**src/assert_macros.svh**
```systemverilog
// Assertion macros used by the UTF-8 stream decoder RTL.
`ifndef ASSERT_MACROS_SVH
`define ASSERT_MACROS_SVH

// Checks a property on every rising clock edge outside reset.
`define ASSERT_CLK(label, prop, msg) \
   label: assert property (@(posedge clock) disable iff (reset) (prop)) else $error(msg);

// Checks that a condition in one cycle implies another in the next cycle.
`define ASSERT_NEXT(label, cond, conseq, msg) \
   `ASSERT_CLK(label, (cond) |=> (conseq), msg)

`endif

```
**src/utf8sd_pkg.sv**
```systemverilog
// Package with the widths, constants and types of the UTF-8 stream decoder.
`timescale 1ns / 1ps
package utf8sd_pkg;

   localparam int BYTE_W    = 8;
   localparam int CP_W      = 21;
   localparam int DUE_W     = 2;
   localparam int CONT_BITS = 6;

   localparam logic [CP_W-1:0] CR_POINT = CP_W'(8'h0D);

   // One input word held in the input register.
   typedef struct packed {
      logic              valid;
      logic [BYTE_W-1:0] byte_in;
      logic              is_last_byte;
   } stage_type;

endpackage

```
**src/utf8sd_req_if.sv**
```systemverilog
// Interface of the byte input channel.
`timescale 1ns / 1ps
interface utf8sd_req_if;
   logic                             valid;
   logic                             ready;
   logic [utf8sd_pkg::BYTE_W-1:0]    byte_in;
   logic                             is_last_byte;

   modport source (output valid, output byte_in, output is_last_byte, input ready);
   modport sink   (input valid, input byte_in, input is_last_byte, output ready);
endinterface

```
**src/utf8sd_rsp_if.sv**
```systemverilog
// Interface of the code point result channel.
`timescale 1ns / 1ps
interface utf8sd_rsp_if;
   logic                           valid;
   logic                           ready;
   logic [utf8sd_pkg::CP_W-1:0]    code_point;
   logic                           has_char;
   logic                           end_of_text;

   modport source (output valid, output code_point, output has_char, output end_of_text,
                   input ready);
   modport sink   (input valid, input code_point, input has_char, input end_of_text,
                   output ready);
endinterface

```
**src/utf8sd_in_stage.sv**
```systemverilog
// Input register stage of the UTF-8 stream decoder.
`timescale 1ns / 1ps
module utf8sd_in_stage (
   input  logic                  clock,
   input  logic                  reset,
   utf8sd_req_if.sink            req_bus,
   input  logic                  take,
   output utf8sd_pkg::stage_type stage
);
   import utf8sd_pkg::*;

   logic              valid_ff, valid_in;
   logic [BYTE_W-1:0] byte_ff;
   logic              last_ff;
   logic              accept;

   // The register may refill in the same cycle as the decoder takes its word.
   assign req_bus.ready = !valid_ff || take;
   assign accept        = req_bus.valid && req_bus.ready;

   always_comb begin
      if (accept) begin
         valid_in = 1'b1;
      end else if (take) begin
         valid_in = 1'b0;
      end else begin
         valid_in = valid_ff;
      end
   end

   always_ff @(posedge clock) begin
      if (reset) begin
         valid_ff <= 1'b0;
      end else begin
         valid_ff <= valid_in;
      end
   end

   always_ff @(posedge clock) begin
      if (accept) begin
         byte_ff <= req_bus.byte_in;
         last_ff <= req_bus.is_last_byte;
      end
   end

   assign stage.valid        = valid_ff;
   assign stage.byte_in      = byte_ff;
   assign stage.is_last_byte = last_ff;

endmodule

```
**src/utf8sd_decode.sv**
```systemverilog
// Decoder state, classification logic and result register.
`timescale 1ns / 1ps
`include "assert_macros.svh"
module utf8sd_decode (
   input  logic                  clock,
   input  logic                  reset,
   input  utf8sd_pkg::stage_type stage,
   output logic                  take,
   utf8sd_rsp_if.source          rsp_bus
);
   import utf8sd_pkg::*;

   logic [CP_W-1:0]   partial_ff, partial_in;
   logic [DUE_W-1:0]  due_ff, due_in;
   logic              rsp_valid_ff, rsp_valid_in;
   logic [CP_W-1:0]   cp_ff;
   logic              has_char_ff;
   logic              eot_ff;

   logic              cont;
   logic              done;
   logic              emit;
   logic [CP_W-1:0]   point_next;
   logic [DUE_W-1:0]  due_next;

   // A word moves on whenever the result register is free or being emptied.
   assign take = stage.valid && (!rsp_valid_ff || rsp_bus.ready);

   always_comb begin
      cont       = (due_ff != '0) && (stage.byte_in[BYTE_W-1 -: 2] == 2'b10);
      point_next = '0;
      due_next   = '0;
      done       = 1'b0;
      if (cont) begin
         point_next = {partial_ff[CP_W-CONT_BITS-1:0], stage.byte_in[CONT_BITS-1:0]};
         due_next   = due_ff - DUE_W'(1);
         done       = (due_next == '0);
      end else begin
         case (stage.byte_in) inside
            8'b0???????: begin
               point_next = CP_W'(stage.byte_in);
               done       = 1'b1;
            end
            8'b110?????: begin
               point_next = CP_W'(stage.byte_in[4:0]);
               due_next   = DUE_W'(1);
            end
            8'b1110????: begin
               point_next = CP_W'(stage.byte_in[3:0]);
               due_next   = DUE_W'(2);
            end
            8'b11110???: begin
               point_next = CP_W'(stage.byte_in[2:0]);
               due_next   = DUE_W'(3);
            end
            default: begin
               point_next = '0;
               due_next   = '0;
            end
         endcase
      end
      // Carriage returns are swallowed.
      if (done && (point_next == CR_POINT)) begin
         done = 1'b0;
      end
      emit = done || stage.is_last_byte;
   end

   always_comb begin
      if (stage.is_last_byte) begin
         partial_in = '0;
         due_in     = '0;
      end else begin
         partial_in = point_next;
         due_in     = due_next;
      end
      if (take) begin
         rsp_valid_in = emit;
      end else if (rsp_bus.ready) begin
         rsp_valid_in = 1'b0;
      end else begin
         rsp_valid_in = rsp_valid_ff;
      end
   end

   always_ff @(posedge clock) begin
      if (reset) begin
         partial_ff   <= '0;
         due_ff       <= '0;
         rsp_valid_ff <= 1'b0;
      end else begin
         rsp_valid_ff <= rsp_valid_in;
         if (take) begin
            partial_ff <= partial_in;
            due_ff     <= due_in;
         end
      end
   end

   always_ff @(posedge clock) begin
      if (take && emit) begin
         cp_ff       <= done ? point_next : '0;
         has_char_ff <= done;
         eot_ff      <= stage.is_last_byte;
      end
   end

   assign rsp_bus.valid       = rsp_valid_ff;
   assign rsp_bus.code_point  = cp_ff;
   assign rsp_bus.has_char    = has_char_ff;
   assign rsp_bus.end_of_text = eot_ff;

   `ASSERT_CLK(a_empty_only_at_end, rsp_valid_ff && !has_char_ff |-> eot_ff, "empty result without end of text")
   `ASSERT_CLK(a_no_cr_out, rsp_valid_ff && has_char_ff |-> cp_ff != CR_POINT, "carriage return emitted")
   `ASSERT_NEXT(a_clean_after_end, take && stage.is_last_byte, due_ff == '0 && partial_ff == '0, "state not cleared after last byte")
   `ASSERT_NEXT(a_result_follows_take, take && emit, rsp_valid_ff, "result lost")

endmodule

```
**src/utf8_stream_decoder_unit.sv**
```systemverilog
// Top level of the UTF-8 stream decoder.
// An accepted byte is held in the input register and decoded from there into the result
// register, which shows its word on the result channel.
// Throughput: one byte per cycle while the result channel does not stall, set by the combinational decode.
// A word waiting at the output lets one more byte into the input register; later bytes wait.
// Reset is synchronous and active high; it empties both registers and clears the decoder state.
`timescale 1ns / 1ps
module utf8_stream_decoder_unit (
   input  logic          clock,
   input  logic          reset,
   utf8sd_req_if.sink    req_bus,
   utf8sd_rsp_if.source  rsp_bus
);
   import utf8sd_pkg::*;

   // Word held in the input register, and the decoder's signal that it takes it.
   stage_type stage;
   logic      take;

   // The input register captures each incoming byte and its last-byte mark. It refills
   // in the same cycle as the decoder consumes the word it holds, so a steady stream
   // passes at one byte per cycle while the result channel does not stall.
   utf8sd_in_stage u_in_stage (
      .clock   (clock),
      .reset   (reset),
      .req_bus (req_bus),
      .take    (take),
      .stage   (stage)
   );

   // The decoder keeps the partial code point and the count of continuation bytes still
   // due. It classifies the held byte, updates that state and loads the result register
   // when a character completes or when the byte ends the text. A broken sequence is
   // dropped and the offending byte starts afresh as a lead byte; the state returns to
   // its reset values after the last byte, so a new text starts clean.
   utf8sd_decode u_decode (
      .clock   (clock),
      .reset   (reset),
      .stage   (stage),
      .take    (take),
      .rsp_bus (rsp_bus)
   );

endmodule
```
**src/flat_wrapper.sv**
```systemverilog
// flat-port wrapper written by rule: the top's interface ports become plain ports
module utf8_stream_decoder_unit_flat import utf8sd_pkg::*;
  (clock, reset, req_bus_valid, req_bus_byte_in, req_bus_is_last_byte, req_bus_ready, rsp_bus_valid, rsp_bus_code_point, rsp_bus_has_char, rsp_bus_end_of_text, rsp_bus_ready);
  utf8sd_req_if req_bus_i ();
  utf8sd_rsp_if rsp_bus_i ();
  input  logic clock;
  input  logic reset;
  input wire logic [$bits(req_bus_i.valid)-1:0] req_bus_valid;
  input wire logic [$bits(req_bus_i.byte_in)-1:0] req_bus_byte_in;
  input wire logic [$bits(req_bus_i.is_last_byte)-1:0] req_bus_is_last_byte;
  output wire logic [$bits(req_bus_i.ready)-1:0] req_bus_ready;
  output wire logic [$bits(rsp_bus_i.valid)-1:0] rsp_bus_valid;
  output wire logic [$bits(rsp_bus_i.code_point)-1:0] rsp_bus_code_point;
  output wire logic [$bits(rsp_bus_i.has_char)-1:0] rsp_bus_has_char;
  output wire logic [$bits(rsp_bus_i.end_of_text)-1:0] rsp_bus_end_of_text;
  input wire logic [$bits(rsp_bus_i.ready)-1:0] rsp_bus_ready;
  assign req_bus_i.valid = req_bus_valid;
  assign req_bus_i.byte_in = req_bus_byte_in;
  assign req_bus_i.is_last_byte = req_bus_is_last_byte;
  assign req_bus_ready = req_bus_i.ready;
  assign rsp_bus_valid = rsp_bus_i.valid;
  assign rsp_bus_code_point = rsp_bus_i.code_point;
  assign rsp_bus_has_char = rsp_bus_i.has_char;
  assign rsp_bus_end_of_text = rsp_bus_i.end_of_text;
  assign rsp_bus_i.ready = rsp_bus_ready;
  utf8_stream_decoder_unit u_core (.clock(clock), .reset(reset), .req_bus(req_bus_i), .rsp_bus(rsp_bus_i));
endmodule
```
**config.mk**
```make
export PLATFORM = sky130hd
export DESIGN_NAME = utf8_stream_decoder_unit_flat
export DESIGN_NICKNAME = d
export VERILOG_FILES = /design/src/utf8sd_pkg.sv /design/src/utf8sd_req_if.sv /design/src/utf8sd_rsp_if.sv /design/src/utf8sd_in_stage.sv /design/src/utf8sd_decode.sv /design/src/utf8_stream_decoder_unit.sv /design/src/flat_wrapper.sv
export VERILOG_INCLUDE_DIRS = /design/src /design/src/src
export SDC_FILE = /design/constraint.sdc
export NUM_CORES = 1
export LEC_CHECK = 0
export ABC_AREA = 1
export BUFFER_PORTS_ARGS = -buffer_cell sky130_fd_sc_hd__buf_2
export CAP_MARGIN = 20
export CORE_MARGIN = 1.5
export CORE_UTILIZATION = 50
export DETAILED_ROUTE_END_ITERATION = 10
export PLACE_DENSITY = 0.8
export SLEW_MARGIN = 20
export SYNTH_ARGS = -nofsm -noshare
export SYNTH_HDL_FRONTEND = slang
export SYNTH_SLANG_ARGS = --single-unit
```
**constraint.sdc**
```tcl
create_clock -name clock -period 2.7 [get_ports clock]
set_clock_uncertainty 0.05 [all_clocks]
set_input_delay 0.675 -clock clock [delete_from_list [all_inputs] [get_ports clock]]
set_output_delay 0.675 -clock clock [all_outputs]
set_load 0.05 [all_outputs]
```
==> flow_summary.yaml <==
synthesis:
  synth_xor_area_frac: 0
  synth_area_per_cell_um2: 10.0
  syn_area_um2: 2150
  ys_ff_latch: 51
  synthAdderAreaFrac: 0.0117
  synth_top_area_frac: 0.448
  async_flop_share: 0
  synth_compound_area_frac: 0.0845
  synthCells: 214
  yosys_warnings: 0
  muxShareOfSynthArea: 0
  synthTopCellsByArea: "edfxtp_1, dfxtp_1, nand2_1"
  synthSimpleGateAreaFrac: 0.195
  ys.flop_type: "edfxtp_1"
  ys_seq_area_frac: 0.625
  yosysTopAreaCell: "edfxtp_1"
  ys_types: 25
  synth_most_common_cell: "nand2_1"
  synth_edf_count: 32
  synth_top_family_by_area: "simple AND/OR/NAND/NOR gates"
  syn_nets: 229
  synth_commonest_cells: "nand2_1, edfxtp_1, nor2_1"
placement:
  place_inst: 298
  gp_congestion: 0.862
  dp_hpwl_um: 2850
  io_buffers: 37
  preCtsSetupSlack_ps: 325
pwr:
  p_int_w: 0.00110
  power_frac_comb: 0.102
  switching_power_w: 0.000358
  p_per_area_nw_per_um2: 587
  switching_share: 0.246
  p_leak_nw: 0.996
  peakVddDrop_v: 0.000410
  p_clk_frac: 0.303
  seqPwrFrac: 0.595
floorplanning:
  ios: 38
  die-area_um2: 4700
  core-area_um2: 4060
  start_util: 0.529
  row_count: 23
  die_x_um: 68.5
  die_h_um: 68.5
cells_and_area:
  nFillCells: 343
  stdcell_count: 306
  n_antenna_cell: 0
  final_nets: 270
  final_util: 0.612
  seqCellArea_um2: 1340
  multi_input_area_um2: 624
  layout-area-overhead-vs-synth_pct: 15.6
  drive_gt1_frac: 0.242
clocking:
  cts_max_level: 2
  clockBufferDepth: 2
  cts_setup_buffers: 0
  numCtsBuffers: 5
  cts_hold_buf: 0
  cts_tree: "built"
  cts.sinks: 51
  cts.reportedPaths.clkPinSlew_ps: 80
  clk_latency_ps: 310
  root_buffer: "clkbuf_8"
  cts-resized-gates: 0
route:
  vias_per_cell: 5.12
  drt_iter0_markers: 136
  routed_wl_um: 3900
  wl_per_cell_um: 12.8
  vias: 1566
  drc: 0
  dr.pass1.iters: 4
  ant_nets: 0
setup_path:
  crit_fanout: 23
  critPathArrivalTime_ps: 2360
  end_kind: "register"
  r2r_setup_slack_ps: 300
  cp_data_required_time_ps: 2660
  crit_type: "register to register"
  cp-start-kind: "register"
grt:
  overflow: 0
  grt_pass1_wl_um: 6150
  grt_usage: 0.186
  grt_start_max_net_pins: 24
  antenna_found_initial: 0
  grt_pass1_vias: 1351
timing:
  period_minus_slack_ps: 2400
  finalCritPeriodShare: 0.888
  slew_violations: 0
  max_freq_mhz: 417
  worst_slew_pin_slew_ps: 357
  slew-limit-headroom: 0.761
  setup_slack_ps: 302
  grt_setup_unrepaired: "false"
  fin_tns_setup_ps: 0
  finalHoldViolations: 0
  setup_viol_count_final: 0
outcome:
  status: "completed"
flow_run:
  maxCapViolations: 0
min_path:
  min_path_type: "register to register"
## area by class of cell
type	instances	share of cell area
Clock buffer	7	0.0348
Clock inverter	1	0.00202
Inverter	32	0.0484
Multi-Input combinational cell	122	0.252
Sequential cell	51	0.540
Tap cell	50	0.0252
Timing Repair Buffer	43	0.0978
## power by group through the flow
stage / clock network (W) / registers, W / logic, W
2_1_floorplan: 0 / 0.000930 / 0.0000618
3_3_place_gp: 0 / 0.000883 / 0.000147
3_5_place_dp: 0 / 0.000884 / 0.000149
4_1_cts: 0.000450 / 0.000866 / 0.000150
5_1_grt: 0.000484 / 0.000869 / 0.000161
6_report: 0.000442 / 0.000866 / 0.000149
## critical path: stages (launching register included)
cell and delay, ps:
dfxtp_1 360, inv_1 70, ha_1 210, inv_1 120, nand3_4 240, inv_2 250
nand2_1 130, nand3_1 110, nor2_1 50, nand3_1 70, nand2_2 60, nand2_1 60
nand2_1 70, inv_1 100, buf_12 170
## registers in the layout, indices dropped and copies added (netlist names)
| name | flops |
|---|---|
| u_core.u_decode.rsp_bus.code_point | 21 |
| u_core.u_in_stage.last_ff | 1 |
| u_core.u_in_stage.valid_ff | 1 |
| u_core.u_decode.partial_ff | 15 |
| u_core.u_decode.rsp_bus.valid | 1 |
| u_core.u_in_stage.byte_ff | 8 |
| u_core.u_decode.rsp_bus.end_of_text | 1 |
| u_core.u_decode.rsp_bus.has_char | 1 |
| u_core.u_decode.due_ff | 2 |
## metal layers
layer | wire length (um) | track usage | part of all wire | vias up
met4 | 68 | 0.0800 | 0.017 | 0
met5 | 0 | 0 | 0 | -
met2 | 1860 | 0.287 | 0.48 | 50
met1 | 1760 | 0.245 | 0.45 | 720
li1 | - | - | - | 791
met3 | 217 | 0.0536 | 0.056 | 5
## path summary, 6_finish.rpt
check / end / cells after the start / startpoint
worst max-delay path: u_core.u_decode.rsp_bus.code_point[9] / 14 / u_core.u_decode.due_ff[0]
worst min-delay path: u_core.u_decode.due_ff[1] / 2 / u_core.u_decode.due_ff[1]
worst max register to register: u_core.u_decode.rsp_bus.code_point[9] / 14 / u_core.u_decode.due_ff[0]
worst min register to register: u_core.u_decode.due_ff[1] / 2 / u_core.u_decode.due_ff[1]
## placed cells by master, fill, tap and decap left out, types with 2 or more instances in the layout
cell,instances
a32oi_1,6
inv_1,30
inv_2,2
nor3_2,6
edfxtp_1,32
nand4_1,2
nand3_1,10
nor3_1,5
a21oi_1,19
clkbuf_8,6
dfxtp_1,19
ha_1,2
buf_4,5
nor2_1,31
buf_2,37
nand2_1,33
## cells by family (layout without fill, tap and decap cells)
| kind of cell | Yosys count | after routing |
|---|---|---|
| buffers and inverters | 41 | 83 |
| AO/OA/AOI/OAI | 30 | 30 |
| adder cells (fa/ha/maj) | 2 | 2 |
| AND/OR/NAND/NOR | 90 | 90 |
| flip-flops | 51 | 51 |
## per-stage QoR
| step | power, W | hold slack [ps] | instance area (um^2) |
|---|---|---|---|
| finish | 0.00146 | 424 | 2480 |
| detailed placement | 0.00103 | 412 | 2390 |
| CTS | 0.00147 | 423 | 2480 |
| global placement | 0.00103 | 406 | 2390 |
| global route | 0.00151 | 432 | 2480 |
| floorplan | 0.000992 | 395 | 2150 |
Power figures use the tool's default switching activity.
